--- config.mk ---
export PLATFORM = sky130hd
export DESIGN_NAME = gnd_out
export DESIGN_NICKNAME = d
export VERILOG_FILES = /design/src/sv/gnd_pkg.sv /design/src/sv/gnd_out.sv
export SDC_FILE = /design/constraint.sdc
export NUM_CORES = 1
export LEC_CHECK = 0
export BUFFER_PORTS_ARGS = -buffer_cell sky130_fd_sc_hd__buf_4
export CORE_MARGIN = 4
export CORE_UTILIZATION = 54
export CTS_BUF_LIST = sky130_fd_sc_hd__clkbuf_8
export CTS_CLUSTER_SIZE = 12
export DETAILED_ROUTE_END_ITERATION = 10
export PLACE_DENSITY = 0.79
export SYNTH_ARGS = -nofsm -noshare
export SYNTH_HDL_FRONTEND = slang
export SYNTH_SLANG_ARGS = --single-unit
--- constraint.sdc ---
create_clock -name aclk -period 5.4 [get_ports aclk]
set_clock_uncertainty 0.2 [all_clocks]
set_input_delay 0.81 -clock aclk [delete_from_list [all_inputs] [get_ports aclk]]
set_output_delay 0.81 -clock aclk [all_outputs]
set_load 0.005 [all_outputs]
--- src/sv/gnd_pkg.sv ---
// Shared types, constants and defaults for the gather_nd engine.
package gnd_pkg;

    localparam int STORE_DEPTH_DEF    = 4096;
    localparam int MAX_INDEX_RANK_DEF = 4;
    localparam int MAX_INNER_DEF      = 64;
    localparam int ELEMENT_WIDTH_DEF  = 32;

    localparam int NUM_IDX     = 4;
    localparam int IDX_W       = 32;
    localparam int DIM_W       = 13;
    localparam int RANK_W      = 3;
    localparam int INNER_W     = 7;
    localparam int DATA_W      = 32;
    localparam int LOAD_ADDR_W = 12;
    localparam int CFG_IDX_W   = 3;
    localparam int CFG_DATA_W  = 13;
    localparam int IN_TDATA_W  = 176;
    localparam int OUT_TDATA_W = 32;

    typedef enum logic [CFG_IDX_W-1:0] {
        REG_INDEX_RANK   = 3'd0,
        REG_DIM_SIZE_0   = 3'd1,
        REG_DIM_SIZE_1   = 3'd2,
        REG_DIM_SIZE_2   = 3'd3,
        REG_DIM_SIZE_3   = 3'd4,
        REG_INNER_LENGTH = 3'd5
    } cfg_reg_t;

    // metadata of one store read, aligned with the read data
    typedef struct packed {
        logic vld;
        logic bad;
        logic last;
    } rd_req_t;

endpackage

--- src/sv/gnd_out.sv ---
// Output register with skid stage and read credit for the result channel.
module gnd_out #(
    parameter int ELEMENT_WIDTH = gnd_pkg::ELEMENT_WIDTH_DEF
) (
    input  logic                            aclk,
    input  logic                            aresetn,
    input  gnd_pkg::rd_req_t                rd_req,
    input  logic [ELEMENT_WIDTH-1:0]        rd_data,
    output logic                            can_issue,
    output logic                            m_tvalid,
    input  logic                            m_tready,
    output logic [gnd_pkg::OUT_TDATA_W-1:0] m_tdata,
    output logic                            m_tuser,
    output logic                            m_tlast
);

    typedef struct packed {
        logic [gnd_pkg::DATA_W-1:0] data;
        logic                       bad;
        logic                       last;
    } out_item_t;

    out_item_t out_reg, out_next, skid_reg, skid_next, in_item;
    logic      out_v_reg, out_v_next, skid_v_reg, skid_v_next;
    logic      pop;
    logic [1:0] occ;

    assign in_item.data = rd_req.bad ? '0 : gnd_pkg::DATA_W'(rd_data);
    assign in_item.bad  = rd_req.bad;
    assign in_item.last = rd_req.last;

    assign pop = out_v_reg && m_tready;
    assign occ = 2'(out_v_reg) + 2'(skid_v_reg) + 2'(rd_req.vld);
    // at most two results outstanding, counting the read in flight
    assign can_issue = (occ < 2'd2) || (occ == 2'd2 && pop);

    always_comb begin
        out_next    = out_reg;
        out_v_next  = out_v_reg;
        skid_next   = skid_reg;
        skid_v_next = skid_v_reg;
        if (!out_v_reg || pop) begin
            if (skid_v_reg) begin
                out_next    = skid_reg;
                out_v_next  = 1'b1;
                skid_next   = in_item;
                skid_v_next = rd_req.vld;
            end else begin
                out_next    = in_item;
                out_v_next  = rd_req.vld;
            end
        end else if (rd_req.vld) begin
            skid_next   = in_item;
            skid_v_next = 1'b1;
        end
    end

    always_ff @(posedge aclk) begin
        if (!aresetn) begin
            out_v_reg  <= 1'b0;
            skid_v_reg <= 1'b0;
        end else begin
            out_v_reg  <= out_v_next;
            skid_v_reg <= skid_v_next;
        end
        out_reg  <= out_next;
        skid_reg <= skid_next;
    end

    assign m_tvalid = out_v_reg;
    assign m_tdata  = out_reg.data;
    assign m_tuser  = out_reg.bad;
    assign m_tlast  = out_reg.last;

endmodule

# Yosys cells after proc, flatten, opt, wreduce, memory -nomap -nowiden
# Index checks and enable logic that the tools add are counted.
# word_totals
out_inout_bits	36
reg_bits	70
romBits	0
n_memories	0
latch_bits	0
ramBits	0
# classes
multipliers	0
n_shift	0
muxes	9
reduce_logical	7
n_addsub	2
n_eq_ne	2
n_lt_le_gt_ge	1
bitwise_logic	0
div_mod_pow	0
# op_table
cell	n
$mux W34	4
$mux W32	1
$mux W1	4
$add A1 B1 Y2	1
$add A2 B1 Y2	1
$eq A2 B2 Y1 const B	1
$logic_and A1 B1 Y1	2
$logic_or A1 B1 Y1	2
$lt A2 B2 Y1 const B	1
$ne A2 B2 Y1 const B	1
$reduce_and A2 Y1	1
$reduce_bool A2 Y1	1
$logic_not A1 Y1	1

# Depth between registers and ports, before layout
# depth
depth_word	5
ltp_mapped	4
mapped_depth_nobuf	3

# Worst setup path before layout
# No wires, ideal clock.
# synth_timing
path_kind	input -> register
start	input port m_tready
end	register skid_reg[0] (netlist name) (enable)
path_stages	2
required_ns	4.728
arrival_ns	3.307
path_buffers	0
path_slack_ns	1.421
cell_sequence	nor2b_1 o21ai_0
# synth_between
elab_chain_cells	4
elab_cells_between_ends	5
# synth_lines
item	line	rtl
start: declaration	gnd_out.sv:11	input logic m_tready,
$logic_and A1 B1 Y1 (*)	gnd_out.sv:32	assign pop = out_v_reg && m_tready;
$logic_or A1 B1 Y1 (*)	gnd_out.sv:42	if (!out_v_reg || pop) begin
$ne A2 B2 Y1 (no line) / $reduce_bool A2 Y1 (equally long branches)	--	
$reduce_and A2 Y1 (no line) (*)	--	
end signal: assignment	gnd_out.sv:67	skid_reg <= skid_next;
end: declaration	gnd_out.sv:23	out_item_t out_reg, out_next, skid_reg, skid_next, in_item;
# Mark *: on every way between the ends. The rest lies on a longest branch, timed or not.
# A chain may end at the register's enable or synchronous reset.

# Worst setup path after layout
# layout_timing
start	register skid_v_reg
end	output port can_issue
# layout_between
elab_chain_cells	5
elab_cells_between_ends	6
# layout_lines
item	line	rtl
start: declaration	gnd_out.sv:24	logic out_v_reg, out_v_next, skid_v_reg, skid_v_next;
start signal: assignment	gnd_out.sv:64	skid_v_reg <= skid_v_next;
$add A1 B1 Y2 (*)	gnd_out.sv:33	assign occ = 2'(out_v_reg) + 2'(skid_v_reg) + 2'(rd_req.vld);
$add A2 B1 Y2 (*)	gnd_out.sv:33	
$eq A2 B2 Y1	gnd_out.sv:35	assign can_issue = (occ < 2'd2) || (occ == 2'd2 && pop);
$logic_and A1 B1 Y1	gnd_out.sv:35	
$logic_or A1 B1 Y1 (*)	gnd_out.sv:35	
end: declaration	gnd_out.sv:9	output logic can_issue,
# Marked as above.

==> impl_metrics.ini <==
[global_routing]
overflow = 0
grt_pass1_vias = 1474
grt_max_degree = 35
globalRouteTotalUtil_pct = 15.6
grt_antenna_before_repair = 0
grt_pass1_wl_mm = 7.36

[drt]
drt_pre_antenna_iters = 4
wirelength_mm = 4.71
via_count = 1513
drt_iter0_drc = 96
drc_errors = 0
drt-wirelength-per-cell_um = 15.3
postRouteAntennaNets = 0
viasPerCell = 4.91

[timing]
worst_pin_slew_ps = 1040
timing.final.crit_share_pct = 62.7
period_minus_slack_ps = 3390
maxSlewViolCount = 0
timing.final.hold_violations = 0
slew_headroom_pct = 30.7
fin_tns_setup_ps = 0
fmax_mhz = 295
whs_ps = 350
setup_violations = 0
rsz0062_at_grt = no

[placed_design]
gp_congestion = 0.729
dpl_cell_area_um2 = 3500
dp_hpwl_mm = 3.12
numPortBuffers = 73

[layout]
register_area_um2 = 2080
layout-drive-gt1-share_pct = 52.5
fill_cells = 377
largest_register_ffs = 34
syn_to_final_growth_pct = 27.4
nNetsFinal = 272
antenna-diode-count = 0
final_area_um2 = 3690
multi_input_area_um2 = 764

[pwr]
power_leakage_nw = 1.57
ir_drop_v = 0.000223
powerDensity_nw_per_um2 = 316
total_power_mw = 1.17

[clock_tree]
cts_sinks = 70
ctsHtreeMaxLevel = 3
path_clk_slew_ps = 70
cts_buffers = 9
cts_tree = yes
cts-root-buf = clkbuf_8
cts_setup_buffers = 0
clk_latency_ps = 330
clockBufferDepth = 2
cts_resized = 0
postCtsHoldBufs = 0

[floorplanning]
die_y_um = 81.3
dieArea_um2 = 6600
rows = 26
start_util_pct = 56.4
die_w_um = 81.3
core-area_um2 = 5140
io_pins = 74

[synthesis]
post-synth-top-count-cell = edfxtp_1
synthAdderAreaFrac_pct = 0.691
synthTopCellsByArea = edfxtp_1, mux2_4, nor2b_1
synthXorXnorAreaFrac_pct = 0
yosys.area.top_type = edfxtp_1
syn_nets = 193
synthArstFlopShare_pct = 0
synth.avg_cell_area_um2 = 18.8
syn-instance-count = 154
synth_seq_area_share_pct = 71.8
synth_compound_area_share_pct = 1.21
synth_top_family_by_area = multiplexers
synthSimpleGateAreaFrac_pct = 7.25
syn-cell-area_um2 = 2900
ys.flop_type = edfxtp_1
synthMuxAreaShare_pct = 16.8
yosysUniqueCellTypes = 15
ys_seq_elements = 70
synth_edf_count = 68
synth_top_area_share_pct = 70.4
synth_common_cells = edfxtp_1, nor2b_1, mux2_4, mux2_2
yosysWarningCount = 0

[critical_path]
critPathMaxStageDelay_ps = 750
crit_arrival_ps = 2380
critPathRequiredTime_ps = 4390
criticalPathCategory = reg -> out
end_kind = output port
crit_path_cell_trace = inv_2 > fa_1 > a31o_2 > buf_4
cp_max_fo = 34
cpMaxStageDelayCell = inv_2
cp-start-kind = flop

[job]
max-cap-violations = 0

[hold_path]
hold_path.class = reg -> reg

[outcome]
status = completed
[metrics by stage]
step	instances	util (%)	worst slack, ps
3_3_place_gp	292	68.2	2400
4_1_cts	308	71.9	1980
2_1_floorplan	154	-	1420
5_1_grt	308	71.9	1870
3_5_place_dp	292	68.2	2340
6_report	308	71.9	2010
[power breakdown]
group	switching [mW]	leakage [nW]	internal, mW
clock	0.187	0.102	0.211
combinational	0.0457	0.759	0.0752
sequential	0.0113	0.709	0.637
total	0.244	1.57	0.923
[per-layer routing]
layer  track usage (%)  share of wire, %
met5                 0                 0
met4              5.57              0.89
met3              5.43               6.0
met2              25.7                51
met1              19.1                42
[critical path: cells and delay by family (launching register included)]
family                     cells  cell delay (ps)
buffers and inverters          2              880
AOI/OAI and AO/OA              1              250
adders and majority gates      1              560
DFF                            1              360
[placed cells by master (no fill, tap or decap)]
cell type | Yosys | routed
o21ai_4 | 0 | 1
edfxtp_1 | 68 | 68
nor2b_1 | 33 | 33
inv_6 | 0 | 1
a21boi_0 | 1 | 1
o31a_1 | 1 | 1
clkbuf_8 | 0 | 9
fa_1 | 1 | 1
buf_4 | 0 | 74
inv_1 | 3 | 4
clkinv_2 | 0 | 2
o21ai_0 | 2 | 1
clkinv_1 | 0 | 1
nand2_1 | 1 | 1
mux2_4 | 28 | 28
mux2_2 | 6 | 6
inv_2 | 1 | 1
clkinv_4 | 0 | 1
dfxtp_1 | 2 | 2
bufinv_16 | 0 | 1
a31o_2 | 1 | 1
[area by class of cell]
| type | count | share of cell area [%] |
|---|---|---|
| Timing Repair Buffer | 74 | 15.0 |
| Clock inverter | 7 | 1.76 |
| Sequential cell | 70 | 56.4 |
| Tap cell | 70 | 2.37 |
| Clock buffer | 9 | 3.35 |
| Inverter | 4 | 0.407 |
| Multi-Input combinational cell | 74 | 20.7 |
[kinds of logic (layout without fill, tap and decap cells)]
group / after synthesis / count (layout)
buffers and inverters: 10 / 94
multiplexers: 34 / 34
AND/OR/NAND/NOR: 34 / 34
flip-flops: 70 / 70
adder cells (fa/ha/maj): 1 / 1
AO/OA/AOI/OAI: 5 / 5
[final timing paths]
check | from | endpoint | slack, ps | depth (start not counted)
worst max-delay path | skid_v_reg | can_issue | 2010 | 4
worst min register to register | skid_reg[11] | m_tdata[9] | 350 | 1
worst max register to register | skid_v_reg | skid_reg[28] | 3000 | 2
worst min-delay path | skid_reg[11] | m_tdata[9] | 350 | 1
Power figures use the tool's default switching activity.
