`config.mk`:
```
export PLATFORM = sky130hd
export DESIGN_NAME = gnd_seq
export DESIGN_NICKNAME = d
export VERILOG_FILES = /design/src/sv/gnd_pkg.sv /design/src/sv/gnd_seq.sv
export SDC_FILE = /design/constraint.sdc
export NUM_CORES = 1
export LEC_CHECK = 0
export ABC_AREA = 1
export BUFFER_PORTS_ARGS = -buffer_cell sky130_fd_sc_hd__buf_2
export CORE_ASPECT_RATIO = 1.5
export CORE_MARGIN = 4
export CORE_UTILIZATION = 40
export CTS_CLUSTER_SIZE = 20
export DETAILED_ROUTE_END_ITERATION = 8
export PLACE_DENSITY_LB_ADDON = 0.1
export SLEW_MARGIN = 20
export SYNTH_ARGS = -nofsm -noshare
export SYNTH_HDL_FRONTEND = slang
export SYNTH_SLANG_ARGS = --single-unit
```
`constraint.sdc`:
```
create_clock -name aclk -period 12.5 [get_ports aclk]
set_input_delay 2.5 -clock aclk [delete_from_list [all_inputs] [get_ports aclk]]
set_output_delay 2.5 -clock aclk [all_outputs]
set_load 0.02 [all_outputs]
```
`src/sv/gnd_pkg.sv`:
```
// Shared types, constants and defaults for the gather_nd engine.
package gnd_pkg;

    localparam int STORE_DEPTH_DEF    = 4096;
    localparam int MAX_INDEX_RANK_DEF = 4;
    localparam int MAX_INNER_DEF      = 64;
    localparam int ELEMENT_WIDTH_DEF  = 32;

    localparam int NUM_IDX     = 4;
    localparam int IDX_W       = 32;
    localparam int DIM_W       = 13;
    localparam int RANK_W      = 3;
    localparam int INNER_W     = 7;
    localparam int DATA_W      = 32;
    localparam int LOAD_ADDR_W = 12;
    localparam int CFG_IDX_W   = 3;
    localparam int CFG_DATA_W  = 13;
    localparam int IN_TDATA_W  = 176;
    localparam int OUT_TDATA_W = 32;

    typedef enum logic [CFG_IDX_W-1:0] {
        REG_INDEX_RANK   = 3'd0,
        REG_DIM_SIZE_0   = 3'd1,
        REG_DIM_SIZE_1   = 3'd2,
        REG_DIM_SIZE_2   = 3'd3,
        REG_DIM_SIZE_3   = 3'd4,
        REG_INNER_LENGTH = 3'd5
    } cfg_reg_t;

    // metadata of one store read, aligned with the read data
    typedef struct packed {
        logic vld;
        logic bad;
        logic last;
    } rd_req_t;

endpackage

```
`src/sv/gnd_seq.sv`:
```
// Row computation and store read sequencer for gather items.
module gnd_seq #(
    parameter int STORE_DEPTH    = gnd_pkg::STORE_DEPTH_DEF,
    parameter int MAX_INDEX_RANK = gnd_pkg::MAX_INDEX_RANK_DEF,
    parameter int MAX_INNER      = gnd_pkg::MAX_INNER_DEF
) (
    input  logic                                              aclk,
    input  logic                                              aresetn,
    input  logic                                              start,
    input  logic [gnd_pkg::NUM_IDX-1:0][gnd_pkg::IDX_W-1:0]   idx_in,
    input  logic [gnd_pkg::RANK_W-1:0]                        rank_cfg,
    input  logic [gnd_pkg::NUM_IDX-1:0][gnd_pkg::DIM_W-1:0]   dim_cfg,
    input  logic [gnd_pkg::INNER_W-1:0]                       inner_cfg,
    input  logic                                              can_issue,
    output logic                                              idle,
    output logic                                              rd_en,
    output logic [$clog2(STORE_DEPTH)-1:0]                    rd_addr,
    output gnd_pkg::rd_req_t                                  rd_req
);

    localparam int AW  = $clog2(STORE_DEPTH);
    localparam int PW  = AW + gnd_pkg::DIM_W;
    localparam int BW  = AW + gnd_pkg::INNER_W;
    localparam int SW  = $clog2(gnd_pkg::NUM_IDX);

    typedef enum logic [4:0] {
        ST_IDLE  = 5'b00001,
        ST_STEP  = 5'b00010,
        ST_BASE  = 5'b00100,
        ST_CHECK = 5'b01000,
        ST_EMIT  = 5'b10000
    } seq_state_t;

    seq_state_t                                     state_reg, state_next;
    logic [gnd_pkg::NUM_IDX-1:0][gnd_pkg::IDX_W-1:0] idx_reg, idx_next;
    logic [gnd_pkg::RANK_W-1:0]                     rank_reg, rank_next;
    logic [gnd_pkg::INNER_W-1:0]                    inner_reg, inner_next;
    logic [SW-1:0]                                  step_reg, step_next;
    logic [AW-1:0]                                  row_reg, row_next;
    logic                                           bad_reg, bad_next;
    logic [BW-1:0]                                  base_reg, base_next;
    logic [gnd_pkg::INNER_W-1:0]                    cnt_reg, cnt_next;
    gnd_pkg::rd_req_t                               req_reg, req_next;

    logic [gnd_pkg::RANK_W-1:0]  eff_rank;
    logic [gnd_pkg::INNER_W-1:0] eff_inner;
    logic [gnd_pkg::IDX_W-1:0]   cur_idx;
    logic [gnd_pkg::DIM_W-1:0]   cur_dim;
    logic                        idx_ok;
    logic [PW-1:0]               prod;
    logic [PW:0]                 sum;
    logic                        fits;
    logic [BW:0]                 slice_end;
    logic [BW-1:0]               addr_full;
    logic                        last_elem;

    always_comb begin
        eff_rank = rank_cfg;
        if (eff_rank == '0) begin
            eff_rank = gnd_pkg::RANK_W'(1);
        end
        if (32'(eff_rank) > 32'(gnd_pkg::NUM_IDX)) begin
            eff_rank = gnd_pkg::RANK_W'(gnd_pkg::NUM_IDX);
        end
        if (32'(eff_rank) > 32'(MAX_INDEX_RANK)) begin
            eff_rank = gnd_pkg::RANK_W'(MAX_INDEX_RANK);
        end
        eff_inner = inner_cfg;
        if (eff_inner == '0) begin
            eff_inner = gnd_pkg::INNER_W'(1);
        end
        if (32'(eff_inner) > 32'(MAX_INNER)) begin
            eff_inner = gnd_pkg::INNER_W'(MAX_INNER);
        end
    end

    // Horner step: row = row * dim[j] + idx[j]; the item is marked bad on an index out of range or a row past the store
    assign cur_idx   = idx_reg[step_reg];
    assign cur_dim   = dim_cfg[step_reg];
    assign idx_ok    = cur_idx < gnd_pkg::IDX_W'(cur_dim);
    assign prod      = PW'(row_reg) * PW'(cur_dim);
    assign sum       = (PW+1)'(prod) + (PW+1)'(cur_idx[gnd_pkg::DIM_W-1:0]);
    assign fits      = sum < (PW+1)'(STORE_DEPTH);
    assign slice_end = (BW+1)'(base_reg) + (BW+1)'(inner_reg);
    assign addr_full = base_reg + BW'(cnt_reg);
    assign last_elem = cnt_reg == (inner_reg - gnd_pkg::INNER_W'(1));

    always_comb begin
        state_next = state_reg;
        idx_next   = idx_reg;
        rank_next  = rank_reg;
        inner_next = inner_reg;
        step_next  = step_reg;
        row_next   = row_reg;
        bad_next   = bad_reg;
        base_next  = base_reg;
        cnt_next   = cnt_reg;
        req_next   = '0;
        rd_en      = 1'b0;
        case (state_reg)
            ST_IDLE: begin
                if (start) begin
                    idx_next   = idx_in;
                    rank_next  = eff_rank;
                    inner_next = eff_inner;
                    step_next  = '0;
                    row_next   = '0;
                    bad_next   = 1'b0;
                    state_next = ST_STEP;
                end
            end
            ST_STEP: begin
                if (!idx_ok || !fits) begin
                    bad_next = 1'b1;
                end
                row_next  = AW'(sum);
                step_next = step_reg + SW'(1);
                if (gnd_pkg::RANK_W'(step_reg) == rank_reg - gnd_pkg::RANK_W'(1)) begin
                    state_next = ST_BASE;
                end
            end
            ST_BASE: begin
                base_next  = BW'(row_reg) * BW'(inner_reg);
                state_next = ST_CHECK;
            end
            ST_CHECK: begin
                if (slice_end > (BW+1)'(STORE_DEPTH)) begin
                    bad_next = 1'b1;
                end
                cnt_next   = '0;
                state_next = ST_EMIT;
            end
            ST_EMIT: begin
                if (can_issue) begin
                    rd_en         = 1'b1;
                    req_next.vld  = 1'b1;
                    req_next.bad  = bad_reg;
                    req_next.last = last_elem;
                    cnt_next      = cnt_reg + gnd_pkg::INNER_W'(1);
                    if (last_elem) begin
                        state_next = ST_IDLE;
                    end
                end
            end
            default: begin
                state_next = ST_IDLE;
            end
        endcase
    end

    always_ff @(posedge aclk) begin
        if (!aresetn) begin
            state_reg <= ST_IDLE;
            req_reg   <= '0;
        end else begin
            state_reg <= state_next;
            req_reg   <= req_next;
        end
        idx_reg   <= idx_next;
        rank_reg  <= rank_next;
        inner_reg <= inner_next;
        step_reg  <= step_next;
        row_reg   <= row_next;
        bad_reg   <= bad_next;
        base_reg  <= base_next;
        cnt_reg   <= cnt_next;
    end

    assign idle    = state_reg == ST_IDLE;
    assign rd_addr = addr_full[AW-1:0];
    assign rd_req  = req_reg;

endmodule

```
---- Yosys cells after proc, flatten, opt, wreduce, memory -nomap -nowiden ----
Index checks and enable logic that the tools add are counted.
storage, ports and cells
  flip-flop bits (word level) ............. 187
  input port bits ......................... 194
  output and inout bits ................... 17
  word-level logic and storage cells ...... 84
operators by class
  mux-type cells .......................... 25
  $mul .................................... 2
  magnitude comparators ................... 7
  reduce and logical (&&, ||, !) cells .... 15
  add/sub/neg operators ................... 7
  equal/unequal tests ..................... 13
operator list
  operator                                                                           number
  32-bit binary-select mux with 2-bit select                                         1
  32-bit by 13-bit less-than comparator with 1-bit output                            1
  32-bit two-way mux                                                                 1
  25-bit by 13-bit adder with 26-bit output                                          1
  13-bit binary-select mux with 2-bit select                                         1
  26-bit by 13-bit less-than comparator with 1-bit output, second input constant     1
  12-bit by 13-bit multiplier with 25-bit output                                     1
  5-bit one-hot mux with 5 select lines                                              1
  12-bit one-hot mux with 2 select lines                                             1
  19-bit by 7-bit adder with 20-bit output                                           1
  20-bit by 13-bit greater-than comparator with 1-bit output, second input constant  1
  5-bit two-way mux                                                                  4
  12-bit by 7-bit multiplier with 19-bit output                                      1
  7-bit two-way mux                                                                  2
  7-bit one-hot mux with 2 select lines                                              1
  13-bit two-way mux                                                                 1
  12-bit by 7-bit adder with 12-bit output                                           1
  12-bit two-way mux                                                                 1
  2-bit inequality test, second input constant                                       6
  3-bit two-way mux                                                                  3
  2-bit AND reduction                                                                4
  4-bit AND reduction                                                                2
  7-bit by 1-bit adder with 7-bit output, second input constant                      1
  7-bit == test                                                                      1
  other kinds (23)                                                                   30

---- Longest topological paths before layout ----
  word-level depth ........................ 9
  gate-level depth with buffers ........... 36
  gate-level depth less buffers ........... 34

---- Least setup slack after synthesis ----
Ideal clock, no wire load.
  path kind ............................... input to register
  start ................................... in start
  end ..................................... reg idx_reg[0] (netlist bit) (enable)
  path buffers ............................ 0
  required time ........................... 11861 ps
  stages .................................. 2
  arrival time ............................ 8260 ps
  library setup time ...................... 639 ps
  slack ................................... 3601 ps
  cells stage by stage .................... inv_1 -> nor2_1
on the way
  word-level cells in the longest chain between the ends .. 1
ends and longest elaborated chain
  element                               RTL line        text
  start: declaration                    gnd_seq.sv:9    input logic start,
  2-bit AND reduction (no source line)  --
  end signal: assignment                gnd_seq.sv:159  idx_reg <= idx_next;
  end: declaration                      gnd_seq.sv:35   logic [gnd_pkg::NUM_IDX-1:0][gnd_pkg::IDX_W-1:0] idx_reg, idx_next;
Every way passes these cells.
A chain may end at the register's enable or synchronous reset.

---- Final worst setup path ----
  start ................................... in dim_cfg[41] (netlist bit)
  end ..................................... reg bad_reg (enable)
on the way
  word-level cells in the longest chain between the ends .. 9
  elaborated cells between the ends (all ways) .. 11
  classes of those cells .................. add/sub: 1; mul: 1; order compare: 2; eq/ne: 1; mux: 2; reduce/logical: 4
ends and longest elaborated chain
  element                                                  RTL line        text
  start: declaration                                       gnd_seq.sv:12   input logic [gnd_pkg::NUM_IDX-1:0][gnd_pkg::DIM_W-1:0] dim_cfg,
  13-bit binary-select mux with 2-bit select (*)           gnd_seq.sv:79   assign cur_dim = dim_cfg[step_reg];
  13-bit two-way mux (implied by the code) (*)             gnd_seq.sv:79
  12-bit by 13-bit multiplier with 25-bit output           gnd_seq.sv:81   assign prod = PW'(row_reg) * PW'(cur_dim);
  25-bit by 13-bit adder with 26-bit output                gnd_seq.sv:82   assign sum = (PW+1)'(prod) + (PW+1)'(cur_idx[gnd_pkg::DIM_W-1:0]);
  26-bit by 13-bit less-than comparator with 1-bit output  gnd_seq.sv:83   assign fits = sum < (PW+1)'(STORE_DEPTH);
  1-bit logical NOT                                        gnd_seq.sv:113  if (!idx_ok || !fits) begin
  1-bit logical OR (*)                                     gnd_seq.sv:113
  2-bit inequality test (no source line) (*)               --
  4-bit AND reduction (no source line) (*)                 --
  end signal: assignment                                   gnd_seq.sv:164  bad_reg <= bad_next;
  end: declaration                                         gnd_seq.sv:40   logic bad_reg, bad_next;
Every way passes the cells marked *; elsewhere a longest branch is shown, timed or not. The select of a mux whose other input is x is not followed.

==> summary.md <==
| Metric | Value |
|---|---|
| Critical path class | in2reg |
| Root buffer cell | clkbuf_16 |
| Tcrit/Tclk final | 0.6585 |
| Proportion of layout cells with a drive suffix above 1 | 0.1349 |
| Mapped Cells | 1895 |
| Data arrival, critical path | 8.45 ns |
| Layout filler cell count | 4209 |
| Count of antenna diodes in the layout | 0 |
| Flip-flop count of the largest register, all copies and words added | 128 |
| Post-DP HPWL | 38890 um |
| Hold bufs inserted after CTS | 0 |
| Vias in the first global route | 13631 |
| Maximum clock rate | 121.5 MHz |
| Worst setup EP type | flop |
| Highest signal layer in the routed design | met4 |
| Routability congestion estimate | 0.8921 |
| Total grt overflow | 0 |
| Routed via count divided by cell count | 4.899 |
| Total Wirelength | 47540 um |
| # rows | 92 |
| Count of port buffers added during placement | 210 |
| Async set-reset flop share out of synthesis | 0 |
| Minimum clock period after layout | 8.232 ns |
| Amount of wire on met3 after detailed routing | 1611 um |
| Kind of start point of the critical path | input pin |
| DRT met1 WL | 17000 um |
| Standard cell core area | 42130 sq um |
| Tightest Hold Check Type | reg2reg |
| Final Max Tran Viols | 0 |
| Unique cell type count in the Yosys netlist | 47 |
| Number of enable-type register cells in the synthesized netlist | 179 |
| Nets in the synthesized netlist | 2402 |
| Die footprint | 46040 sq um |
| Area of the mapped netlist | 17040 sq um |
| Number of optimization iterations in the first detailed-route pass | 5 |
| Post-CTS repair timing setup buffer count | 0 |
| Synthesis-to-finish area growth | 13.50% |
| Required arrival time at the worst endpoint | 12.72 ns |
| Initial Util | 0.4045 |
| Source-to-sink clock delay at the later pin of the worst-skew pair | 0.46 ns |
| Bufs on Longest Clock Path | 2 |
| H-tree depth | 4 |
| Iteration-0 DRC count of the detailed router | 653 |
| Setup TNS Final | 0 ns |
| Critical path fanouts, max | 7 |
| Residual DRC | 0 |
| Top FF cell, synth | edfxtp_1 |
| Endpoints failing hold | 0 |
| Die boundary height | 260.8 um |
| Total setup violations reported at the end of the flow | 0 |
| Die width | 176.5 um |
| Sequential share of the synthesized area | 0.3248 |
| Synthesized area per cell | 8.992 sq um |
| Global-route wire length before repair | 73370 um |
| Synthesis Warnings | 0 |
| Clk sink count | 187 |
| GR Util All Layers | 0.2084 |
| Max-slew headroom at the worst pin | 0.3174 |
| Result of the run | completed |
| CTS tree | built |
| Remaining antenna violation count after routing | 0 |
| Reg area | 5535 sq um |
| Worst clock skew on the final layout | 0.01874 ns |
| Area of all placed cells without fillers | 19340 sq um |
| Post_cts resized | 0 |
| Max capacitance violation total | 0 |
| Pin count of the biggest net entering global routing | 71 |
| Maximum vdd drop | 0.2130 mV |
| Routed wire length per instance | 17.81 um |
| Flip-flop and latch count after synthesis | 187 |
| Lkg Pwr | 9.642 nW |
| I/O pin count | 211 |
| Placed Instance Area | 18710 sq um |
| Antenna violations before repair | 0 |
| Clock-pin transition on the worst setup and hold timing paths | 0.09 ns |
| TritonCTS buffer count | 17 |
| Final layout net count | 2600 |
| Area of the multi-input gates | 9816 sq um |
| Measured slew at the worst slew-check pin | 1.024 ns |
| Metal2 WL | 27210 um |
| Number of vias in the routed layout | 13079 |
| Setup repair after global routing missed its margin | no |
| Power density cells | 297.8 nW/um^2 |
per-layer routing:
metal | track usage | up-vias
li1 | - | 6363
met3 | 0.02753 | 79
met4 | 0.07849 | 0
met1 | 0.2225 | 6353
met2 | 0.4100 | 284
met5 | 0 | -
path summary, 6_finish.rpt:
check,start,end,slack (ns),depth (start not counted)
min reg2reg,state_reg[2],state_reg[3],0.60,2
max reg2reg,step_reg[0],bad_reg,5.20,24
max,dim_cfg[41],bad_reg,4.27,23
min,state_reg[2],state_reg[3],0.60,2
stage by stage:
stage	hold WS (ns)	util	power, mW	cells	setup slack, ns
final	0.6023	0.4590	5.759	2670	4.268
after global routing	0.6544	0.4590	6.480	2670	3.852
after CTS	0.6143	0.4590	5.843	2670	4.236
after detailed placement	0.5969	0.4441	5.226	2638	3.737
after global placement	0.5847	0.4441	5.232	2638	3.840
after floorplan	0.4576	-	4.031	1895	3.601
report_power, final:
part | switching, mW | internal, mW
sequential | 0.0588 | 0.786
clock | 0.296 | 0.287
combinational | 2.80 | 1.53
cell families after synthesis:
logic type,count (synthesis),synth area share
simple gates,741,0.1749
buf+inv,447,0.09957
fa+ha+maj,313,0.3065
flops,187,0.3248
compound gates,160,0.07005
xor+xnor,47,0.02416
critical path, cell delays in order:
cell	delay [ns]
buf_2	0.11
a22o_1	0.23
a221oi_2	0.65
inv_1	0.36
nand2_1	0.16
fa_1	0.45
fa_1	0.54
fa_1	0.52
fa_1	0.53
fa_1	0.55
inv_1	0.04
ha_1	0.37
nand2_1	0.14
nor2_1	0.31
nand3b_1	0.15
nand3_1	0.11
nand2_1	0.08
nor2_1	0.17
nand3_1	0.12
nor2_1	0.11
nand4_1	0.14
nand2_1	0.09
nor2_1	0.04
synth_stat cells (all sizes together) (3+ instances only):
| library cell | count | area (sq um) |
|---|---|---|
| nand2 | 427 | 1603 |
| inv | 403 | 1513 |
| nor2 | 211 | 802.0 |
| edfxtp | 179 | 5375 |
| fa | 174 | 3483 |
| ha | 139 | 1739 |
| a21oi | 62 | 310.3 |
| nand3 | 47 | 235.2 |
| xor2 | 32 | 280.3 |
| clkbuf | 29 | 108.9 |
| o21ai | 28 | 143.9 |
| a221oi | 19 | 334.1 |
| a22o | 19 | 166.4 |
| nor3 | 18 | 90.09 |
| nand4 | 15 | 93.84 |
| xnor2 | 15 | 131.4 |
| buf | 13 | 67.56 |
| a22oi | 10 | 75.07 |
| dfxtp | 8 | 160.2 |
| nand3b | 8 | 60.06 |
| nor4 | 6 | 37.54 |
| o21a | 5 | 37.54 |
| o211ai | 3 | 22.52 |
| o21bai | 3 | 22.52 |
| or2 | 3 | 18.77 |
cell usage in the layout (no fill, tap or decap), types with 3 or more instances in the layout:
master     synthesis  final
inv_1            394    394
xnor2_1           15     15
nand3b_1           8      8
nor2_1           209    208
a22o_1            19     19
clkinv_8           0      4
nand4_1           15     15
buf_2              9    210
edfxtp_1         179    179
inv_8              0      4
xor2_1            32     32
nor3_1            18     18
nand3_1           47     47
clkbuf_16          0     18
o21ai_1            6      8
inv_2              9      9
a21oi_1           62     62
buf_4              2     11
a221oi_1           3      3
fa_1             174    174
nand2_1          427    427
dfxtp_1            8      8
a221oi_2          10     10
inv_12             0      3
nor4_1             6      6
ha_1             139    139
a221oi_4           6      6
o21a_1             5      5
o21bai_1           3      3
o21ai_0           21     19
a22oi_1           10     10
o211ai_1           3      3
layout make-up:
| type | count | area share |
|---|---|---|
| clock buffers | 18 | 0.02329 |
| clock inverters | 14 | 0.009251 |
| multi-input cells | 1261 | 0.5075 |
| well taps | 564 | 0.03649 |
| repair buffers | 221 | 0.05861 |
| inverters | 405 | 0.07861 |
| flip-flops and latches | 187 | 0.2862 |
Note: power is estimated with default switching activity, not from simulation.
